File: src/hdl/apst_pkg.sv
// ----------------------------------------------------------------------------
// Access point session table package
// Table geometry, entry layout, action codes and the scan unit's interface.
// ----------------------------------------------------------------------------
`timescale 1ns / 1ps

package apst_pkg;

    localparam int TABLE_SLOTS = 32;
    localparam int SLOT_W      = $clog2(TABLE_SLOTS);
    localparam int CNT_W       = $clog2(TABLE_SLOTS + 1);

    localparam logic [21:0] STALE_AGE_RST = 22'd60000;
    localparam logic [31:0] TIME_MAX      = 32'hFFFF_FFFF;
    localparam logic signed [7:0] SIG_MAX = 8'sd127;

    typedef enum logic [2:0] {
        ACT_MERGED   = 3'd0,
        ACT_INSERTED = 3'd1,
        ACT_STALE    = 3'd2,
        ACT_WEAKEST  = 3'd3,
        ACT_DROPPED  = 3'd4
    } t_action;

    typedef struct packed {
        logic [47:0]       key;
        logic [31:0]       packets;
        logic [31:0]       tx_octets;
        logic [31:0]       rx_octets;
        logic [31:0]       byte_sum;
        logic [63:0]       square_sum;
        logic [31:0]       seen;
        logic signed [7:0] sig_latest;
        logic signed [7:0] sig_low;
        logic signed [7:0] sig_high;
    } t_entry;

    typedef struct packed {
        logic              clear;
        logic              sample;
        logic [SLOT_W-1:0] idx;
    } t_scan_ctl;

    typedef struct packed {
        logic              hit;
        logic [31:0]       old_seen;
        logic [SLOT_W-1:0] oldest_idx;
        logic signed [7:0] weakest_sig;
        logic [SLOT_W-1:0] weak_slot;
    } t_scan_res;

endpackage

File: src/hdl/apst_scan.sv
// ----------------------------------------------------------------------------
// Access point session table scan unit
// Compares each entry read from the table against the record key and keeps
// running trackers of the oldest and the weakest entry seen so far.
// ----------------------------------------------------------------------------
`timescale 1ns / 1ps

module apst_scan
    import apst_pkg::*;
(
    input  logic        i_clk,
    input  t_scan_ctl   i_ctl,
    input  t_entry      i_entry,
    input  logic [47:0] i_key,
    output t_scan_res   o_res
);

    logic [31:0]       r_old_time;
    logic [SLOT_W-1:0] r_old_idx;
    logic signed [7:0] r_weak_sig;
    logic [SLOT_W-1:0] r_weak_idx;

    // Strict comparisons keep the lowest slot on ties.
    always_ff @(posedge i_clk) begin
        if (i_ctl.clear) begin
            r_old_time <= TIME_MAX;
            r_old_idx  <= '0;
            r_weak_sig <= SIG_MAX;
            r_weak_idx <= '0;
        end else if (i_ctl.sample) begin
            if (i_entry.seen < r_old_time) begin
                r_old_time <= i_entry.seen;
                r_old_idx  <= i_ctl.idx;
            end
            if ($signed(i_entry.sig_latest) < $signed(r_weak_sig)) begin
                r_weak_sig <= i_entry.sig_latest;
                r_weak_idx <= i_ctl.idx;
            end
        end
    end

    always_comb begin
        o_res.hit         = i_ctl.sample && (i_entry.key == i_key);
        o_res.old_seen    = r_old_time;
        o_res.oldest_idx  = r_old_idx;
        o_res.weakest_sig = r_weak_sig;
        o_res.weak_slot   = r_weak_idx;
    end

endmodule

File: config.mk
export PLATFORM = sky130hd
export DESIGN_NAME = apst_scan
export DESIGN_NICKNAME = d
export VERILOG_FILES = /design/src/hdl/apst_pkg.sv /design/src/hdl/apst_scan.sv
export SDC_FILE = /design/constraint.sdc
export NUM_CORES = 1
export LEC_CHECK = 0
export ABC_AREA = 1
export BUFFER_PORTS_ARGS = -buffer_cell sky130_fd_sc_hd__buf_2
export CORE_AREA = 2 2 158 160
export CTS_CLUSTER_SIZE = 12
export DETAILED_ROUTE_END_ITERATION = 8
export DIE_AREA = 0 0 160 162
export PLACE_DENSITY = 0.41
export SYNTH_ARGS = -nofsm -noshare
export SYNTH_HDL_FRONTEND = slang
export SYNTH_SLANG_ARGS = --single-unit
File: constraint.sdc
create_clock -name i_clk -period 2.2 [get_ports i_clk]
set_input_delay 0.11 -clock i_clk [delete_from_list [all_inputs] [get_ports i_clk]]
set_output_delay 0.11 -clock i_clk [all_outputs]
set_load 0.005 [all_outputs]
== Word-level counts from Yosys, hierarchy flattened ==
Index checks and enable logic that the tools add are counted.
Word-level totals
  flip-flop bits (word level): 50
  bits of input ports: 352
Cells by class
  order comparisons: 2
  equality and inequality tests: 1
  reduce and logical (&&, ||, !) cells: 3
Operators by type and width (number)
  == test 48 bit: 1
  < comparator 32 bit: 1
  < comparator 8 bit: 1
  AND reduction 2 bit: 2
  logical AND 1 bit: 1

== Logic depth before layout (Yosys ltp) ==
Gate-level depths: netlist of the first run.
  depth in word-level cells: 2
  depth in mapped cells: 15
  mapped depth without buffers: 14

== Worst setup path before layout of the first run ==
Ideal clock, no wire load.
  kind: flip-flop to flip-flop
  start: reg r_old_time[31]
  end: reg r_old_time[0]
  data arrival time: 1617 ps
  data required time: 2066 ps
  slack: 449 ps
  cell stages (with the launch flop): 11
  buffers on the path: 1
  cell sequence: dfxtp_1 inv_1 ha_1 nand2_1 nor2_2 nand4_1 nor4_2 nand2_2 clkbuf_1 nand3_1 nand3_1
Between the ends
  longest elaborated chain between the ends: 2
RTL lines
  from (decl): line apst_scan.sv:18  | logic [31:0] r_old_time;
  from (signal assigned): line apst_scan.sv:32  | r_old_time <= i_entry.seen;
  < comparator 32 bit: line apst_scan.sv:31  | if (i_entry.seen < r_old_time) begin
  AND reduction 2 bit (no line)
Every way passes these cells.
A chain may end at the register's enable or synchronous reset.

== Final worst setup path of the first run ==
  start: reg r_old_time[31]
  end: reg r_old_time[29]
The elaborated chain is that of the path after synthesis.

==> metrics.csv, run 1 <==
stage,metric,value,unit
detailed_routing,drt_first_pass_iters,4,
finish,area_growth_syn_to_layout,50.3,%
detailed_routing,post-route-drc-count,0,
hold_path,hp-start,i_entry[24],
floorplanning,rows,57,
floorplanning,top_level_ports,403,
floorplanning,die_h,162,um
floorplanning,initial_utilization,14.7,%
detailed_routing,antenna_violating_nets_post_route,0,
timing,fin_worst_skew,0.00663,ns
synthesis,synth_top_area_share,28.3,%
clock_tree,tritoncts_num_sinks,50,
synthesis,synth.avg_cell_area,6.82,um2
clock_tree,clock_transition_at_the_registers_of_the_reported_paths,0.07,ns
timing,clock.fmax,0.492,GHz
grt,grt_pass1_wl,21000,um
setup_path,timing.setup.critical_path_class,register to register,
floorplanning,die_width,160,um
status,run_status,"finished, final reports clean",
placed_design,preCtsSetupSlack,0.135,ns
timing,transition_at_the_pin_with_the_smallest_max_transition_slack,0.806,ns
timing,min_period,2.03,ns
finish,finalNetCount,1107,
placed_design,gpl.final_weighted_congestion,0.853,
setup_path,worst_setup_path_start_kind,register,
hold_path,min-delay-path-class,input pin to register,
synthesis,synth.largest_area_cell,dfxtp_1,
synthesis,synth.most_common_cell,nand2_1,
grt,grt_pass1_vias,3822,
timing,final_critical_path_setup_slack,0.168,ns
timing,timing.final.max_slew_violations,0,
timing,hold_viol_final,0,
synthesis,synth_warnings,0,
timing,worst_hold_slack,0.0797,ns
detailed_routing,routed-via-count,4010,
pwr,power.density_cell_area,574,nW/um2
grt,overflow,0,
setup_path,regToRegStartpoint,r_old_time[31]$_SDFFE_PP1P_,
synthesis,yosysSeqAreaShare,28.3,%
grt,initial_antenna_violation_count,1,
timing,max_slew_margin,45.9,%
grt,gr-usage-all-layers,10.2,%
synthesis,ys_async_sr_fraction,0,%
setup_path,cp.required,2.40,ns
setup_path,path_max_fanout,6,
floorplanning,floorplan.die_area,25900,um2
detailed_routing,postRouteWirelength,13900,um
detailed_routing,drt-vias-per-instance,3.85,
setup_path,worst-r2r-setup-slack,0.17,ns
placed_design,io_buffer_count,194,
grt,grt_start_max_net_pins,31,
synthesis,synth_area_leaders,"dfxtp_1, ha_1, nand3_1",
clock_tree,clockRootBuffer,clkbuf_16,
clock_tree,cts_tree,yes,
finish,drive_above_1_share,33.5,%
setup_path,critical_path.endpoint_type,register,
detailed_routing,drt-initial-drc-count,192,
floorplanning,core_area,24100,um2
setup_path,worst_endpoint_data_arrival_time,2.23,ns
timing,period_share,92.4,%
pwr,total_leakage_power,2.95,nW
setup_path,worstSetupStartpoint,r_old_time[31]$_SDFFE_PP1P_,
pwr,irDropWorstVdd,0.283,mV
placed_design,detailedPlacementHpwl,11100,um
timing,finalSetupViolCount,0,
synthesis,synth.distinct_cells,33,
detailed_routing,wl_per_cell,13.3,um
synthesis,synthesized_area,3530,um2
synthesis,synthesis.nets,908,
synthesis,synth-main-ff-cell,dfxtp_1,
synthesis,post_synth_most_frequent_cells,"nand2_1, inv_1, nand3_1, dfxtp_1, ha_1",
clock_tree,clk_latency,0.29,ns
clock_tree,number_of_clock_buffers_inserted_by_tritoncts,5,
synthesis,synth_seq_cells,50,
synthesis,synthCells,518,
clock_tree,htreeDepth,2,
clock_tree,cts-root-to-sink-buffers,2,
synthesis,synth-edff-count,0,
run,drv_cap,0,
finish,layout.filler_cells,2797,
[logic make-up after synthesis]
group / share of synthesized area (%)
flops: 28.3
buf+inv: 11.9
simple gates: 31.6
compound gates: 11.0
fa+ha+maj: 13.5
xor+xnor: 3.72
[area by class of cell]
| type | instances | area, um2 | share of cell area (%) |
|---|---|---|---|
| diodes | 1 | 2.50 | 0.0471 |
| clock buffers | 5 | 125 | 2.36 |
| clock inverters | 2 | 38.8 | 0.730 |
| inverters | 87 | 327 | 6.15 |
| multi-input cells | 362 | 2170 | 41.0 |
| flip-flops and latches | 50 | 1010 | 19.0 |
| well taps | 324 | 405 | 7.63 |
| repair buffers | 211 | 1230 | 23.2 |
[placed cells by master, fill, tap and decap left out, types with 5 or more instances in the layout]
| cell type | count |
|---|---|
| buf_4 | 7 |
| a21oi_1 | 23 |
| xor2_1 | 10 |
| a22o_1 | 5 |
| buf_12 | 6 |
| nor2_1 | 32 |
| dfxtp_2 | 5 |
| dfxtp_1 | 45 |
| nand4_1 | 17 |
| inv_1 | 83 |
| ha_1 | 36 |
| nand3_1 | 80 |
| buf_2 | 194 |
| o22ai_1 | 11 |
| xnor2_1 | 5 |
| clkbuf_16 | 8 |
| o21ai_0 | 11 |
| nand2_1 | 99 |
[worst max-delay path, stage by stage, from the launching register on]
cell,delay [ns]
dfxtp_2,0.36
inv_2,0.05
ha_4,0.27
nand2_2,0.06
nor2_2,0.10
nand4_1,0.15
nor4_2,0.27
buf_4,0.19
nand2_8,0.08
nand2_8,0.14
clkbuf_16,0.17
nand2_1,0.05
nand3_1,0.05
[power breakdown]
group	internal, W	total (W)	switching, W
clock	0.000533	0.000894	0.000361
combinational	0.000495	0.00106	0.000563
sequential	0.00102	0.00110	0.0000785
total	0.00205	0.00305	0.00100
[state kept, by name, summed over array words and instances (netlist names)]
register	cells
r_weak_sig	8
r_weak_idx	5
r_old_time	32
r_old_idx	5
[worst paths after layout]
check,end,cells after the start
max,r_old_time[29]$_SDFFE_PP1P_,12
min,r_old_time[0]$_SDFFE_PP1P_,3
max reg2reg,r_old_time[29]$_SDFFE_PP1P_,12
min reg2reg,r_old_time[30]$_SDFFE_PP1P_,2
[layer usage]
metal,routed length (um),GRT usage [%],vias to the layer above
li1,-,-,2120
met1,6740,14.8,1751
met2,5930,15.1,133
met3,1050,2.99,6
met4,149,2.01,0
met5,0,0,-
[metrics by stage]
| step | TNS [ns] | utilization, % | instance area (um2) | instances | power [W] |
|---|---|---|---|---|---|
| CTS | 0 | 21.3 | 5130 | 1037 | 0.00305 |
| detailed placement | 0 | 20.6 | 4960 | 1030 | 0.00212 |
| finish | 0 | 22.0 | 5310 | 1042 | 0.00305 |
| global placement | 0 | 20.6 | 4960 | 1030 | 0.00212 |
| floorplan | 0 | - | 3530 | 518 | 0.00165 |
| global route | -0.0682 | 22.0 | 5310 | 1042 | 0.00331 |
[what timing repair did]
item                                    in CTS  in global routing
gates resized for setup                      0                 22
buffers inserted                             0                  0
endpoints found under the setup margin       0                 33
hold buffers                                 0                  0
Power figures use the tool's default switching activity.
==> run 2: changes to the inputs <==
--- a/config.mk
+++ b/config.mk
@@ -11,7 +11,7 @@
 export CTS_CLUSTER_SIZE = 12
 export DETAILED_ROUTE_END_ITERATION = 8
 export DIE_AREA = 0 0 160 162
-export PLACE_DENSITY = 0.41
+export PLACE_DENSITY = 0.42
 export SYNTH_ARGS = -nofsm -noshare
 export SYNTH_HDL_FRONTEND = slang
 export SYNTH_SLANG_ARGS = --single-unit
==> constraint.sdc (replaced) <==
create_clock -name i_clk -period 2.2 [get_ports i_clk]
set_input_delay 0.11 -clock i_clk [delete_from_list [all_inputs] [get_ports i_clk]]
set_output_delay 0.11 -clock i_clk [all_outputs]
set_load 0.01 [all_outputs]
==> run 2 against run 1 <==
Effect of this change:
- non-clock buffer count decreased by 4
- clock skew shrank 0.0014 ns
- via count is 0.57% lower
- fmax up 5.2%
- utilization shrank 0.84 points
- final area shrank 3.8%
- critical path depth up 1
- routed wire length down 3.6%
- sequential share of layout area rose by 0.65 points
- count of clock-buffer cells in the layout is 1 higher
- first-iteration DRC count shrank 24%
- global-route usage shrank 0.28 points
==> metrics.csv, run 2 (synthesis gave the netlist of run 1 again) <==
stage,metric,value,unit
clock_tree,cts-root-to-sink-buffers,2,
timing,period_share,87.8,%
placed_design,dpl-instance-area,4950,um2
status,run_status,"finished, final reports clean",
grt,grt_pass1_vias,3876,
hold_path,hold_path_end,r_old_time[10]$_SDFFE_PP1P_,
finish,stdcell_area,5110,um2
detailed_routing,drt-initial-drc-count,145,
detailed_routing,postRouteWirelength,13400,um
finish,regMostFlops,r_old_time,
timing,fin_worst_skew,0.00525,ns
clock_tree,post-cts-setup-buffers,0,
finish,finalNetCount,1103,
finish,layout.filler_cells,2827,
run,drv_cap,0,
detailed_routing,routed-via-count,3987,
placed_design,io_buffer_count,194,
timing,max_slew_margin,58.4,%
hold_path,min-delay-path-class,input pin to register,
setup_path,worst_endpoint_data_arrival_time,2.08,ns
grt,overflow,0,
finish,biggestRegsByFlops,"r_old_time x32, r_weak_sig x8",
setup_path,path_max_fanout,25,
timing,worst_hold_slack,0.0730,ns
setup_path,worst-r2r-setup-slack,0.27,ns
finish,largest_register_ff_count,32,
clock_tree,clock_transition_at_the_registers_of_the_reported_paths,0.07,ns
clock_tree,number_of_clock_buffers_inserted_by_tritoncts,5,
floorplanning,die_h,162,um
finish,sequential_cell_area,1000,um2
floorplanning,top_level_ports,403,
timing,timing.final.max_slew_violations,0,
clock_tree,clockRootBuffer,clkbuf_16,
grt,gr-usage-all-layers,9.96,%
pwr,irDropWorstVdd,0.283,mV
pwr,power.density_cell_area,576,nW/um2
hold_path,hold_path_depth,3,
detailed_routing,antenna_violating_nets_post_route,0,
setup_path,regToRegStartpoint,r_old_time[5]$_SDFFE_PP1P_,
detailed_routing,post-route-drc-count,0,
pwr,total_leakage_power,2.88,nW
clock_tree,clk_latency,0.29,ns
setup_path,critical_path.endpoint_type,register,
finish,final_cell_mix,"buf_2, nand2_1, inv_1",
grt,initial_antenna_violation_count,2,
setup_path,timing.reg2reg.worst_path_depth,13,
setup_path,worstReg2RegEnd,r_old_time[12]$_SDFFE_PP1P_,
grt,grt_start_max_net_pins,51,
detailed_routing,drt-vias-per-instance,3.84,
timing,tns,0,ns
floorplanning,rows,57,
grt,grt_pass1_wl,20600,um
timing,transition_at_the_pin_with_the_smallest_max_transition_slack,0.624,ns
setup_path,cp.required,2.34,ns
setup_path,worst_setup_path_start_kind,register,
floorplanning,die_width,160,um
detailed_routing,wl_per_cell,12.9,um
finish,area_growth_syn_to_layout,44.5,%
hold_path,hp-start,i_entry[34],
floorplanning,floorplan.die_area,25900,um2
finish,num_antenna_cells,0,
clock_tree,htreeDepth,2,
timing,min_period,1.93,ns
clock_tree,tritoncts_num_sinks,50,
finish,final_common_cell,buf_2,
timing,grt_setup_unrepaired,no,
timing,finalSetupViolCount,0,
setup_path,timing.setup.critical_path_class,register to register,
detailed_routing,drt_first_pass_iters,6,
floorplanning,core_area,24100,um2
finish,multi_input_area,2110,um2
placed_design,gpl.final_weighted_congestion,0.815,
timing,hold_viol_final,0,
clock_tree,cts_tree,yes,
finish,drive_above_1_share,31.7,%
floorplanning,initial_utilization,14.7,%
placed_design,detailedPlacementHpwl,11000,um
timing,clock.fmax,0.518,GHz
## run 2: cell count changes in the layout (fill, tap and decap cells not counted), moves of 3 or more
cell	before	now
dfxtp_2	5	1
buf_12	6	3
dfxtp_1	45	49
clkbuf_16	8	5
buf_4	7	10
## run 2: routing by layer
| layer | up-vias | wire (um) | GRT usage [%] | share of wire, % |
|---|---|---|---|---|
| met5 | - | 23 | 0 | 0.17 |
| met4 | 4 | 205 | 2.33 | 1.5 |
| li1 | 2106 | - | - | - |
| met2 | 108 | 5680 | 15.3 | 42 |
| met3 | 12 | 974 | 3.14 | 7.3 |
| met1 | 1757 | 6480 | 13.6 | 49 |
## run 2: repair_timing
action                                 CTS  global route
endpoints found under the hold margin    0             0
setup endpoints to repair                0             5
gates resized for setup                  0             1
hold buffers                             0             0
## run 2: stage by stage
| stage | power [W] | instances | utilization [%] | setup WS (ns) |
|---|---|---|---|---|
| 6_report | 0.00294 | 1038 | 21.2 | 0.268 |
| 5_1_grt | 0.00319 | 1038 | 21.2 | 0.0251 |
| 4_1_cts | 0.00301 | 1038 | 21.2 | 0.169 |
| 3_5_place_dp | 0.00215 | 1030 | 20.5 | 0.198 |
| 3_3_place_gp | 0.00215 | 1030 | 20.5 | 0.212 |
| 2_1_floorplan | 0.00169 | 518 | - | 0.406 |
## run 2: worst max-delay path: stages, from the launching register on
cell     delay (ns)
dfxtp_2        0.35
inv_1          0.05
ha_1           0.28
a21oi_1        0.14
nor2_1         0.05
nor3_1         0.12
nand2_1        0.10
nand2_1        0.09
nand2_1        0.08
nand2_2        0.13
nand2_2        0.09
buf_12         0.18
nand2_1        0.06
nand3_1        0.06
## run 2: layout make-up
| cell class | count | area share, % |
|---|---|---|
| multi-input cells | 362 | 41.4 |
| clock buffers | 6 | 2.72 |
| clock inverters | 2 | 0.318 |
| well taps | 324 | 7.94 |
| flip-flops and latches | 50 | 19.6 |
| repair buffers | 207 | 21.7 |
| inverters | 87 | 6.39 |
## run 2: worst max-delay path by stage
stage	start	end	slack, ns	cells after the start
floorplan	r_old_time[31]$_SDFFE_PP1P_	r_old_time[0]$_SDFFE_PP1P_	0.41	10
global placement	r_old_time[31]$_SDFFE_PP1P_	r_old_time[26]$_SDFFE_PP1P_	0.21	10
detailed placement	r_old_time[5]$_SDFFE_PP1P_	r_old_time[17]$_SDFFE_PP1P_	0.20	13
CTS	r_old_time[5]$_SDFFE_PP1P_	r_old_time[12]$_SDFFE_PP1P_	0.17	13
global route	r_old_time[5]$_SDFFE_PP1P_	r_old_time[10]$_SDFFE_PP1P_	0.03	13
finish	r_old_time[5]$_SDFFE_PP1P_	r_old_time[12]$_SDFFE_PP1P_	0.27	13
## run 2: power breakdown
group	internal [W]	switching (W)	total, W
sequential	0.00102	0.0000761	0.00109
combinational	0.000448	0.000572	0.00102
clock	0.000458	0.000373	0.000831
total	0.00192	0.00102	0.00294
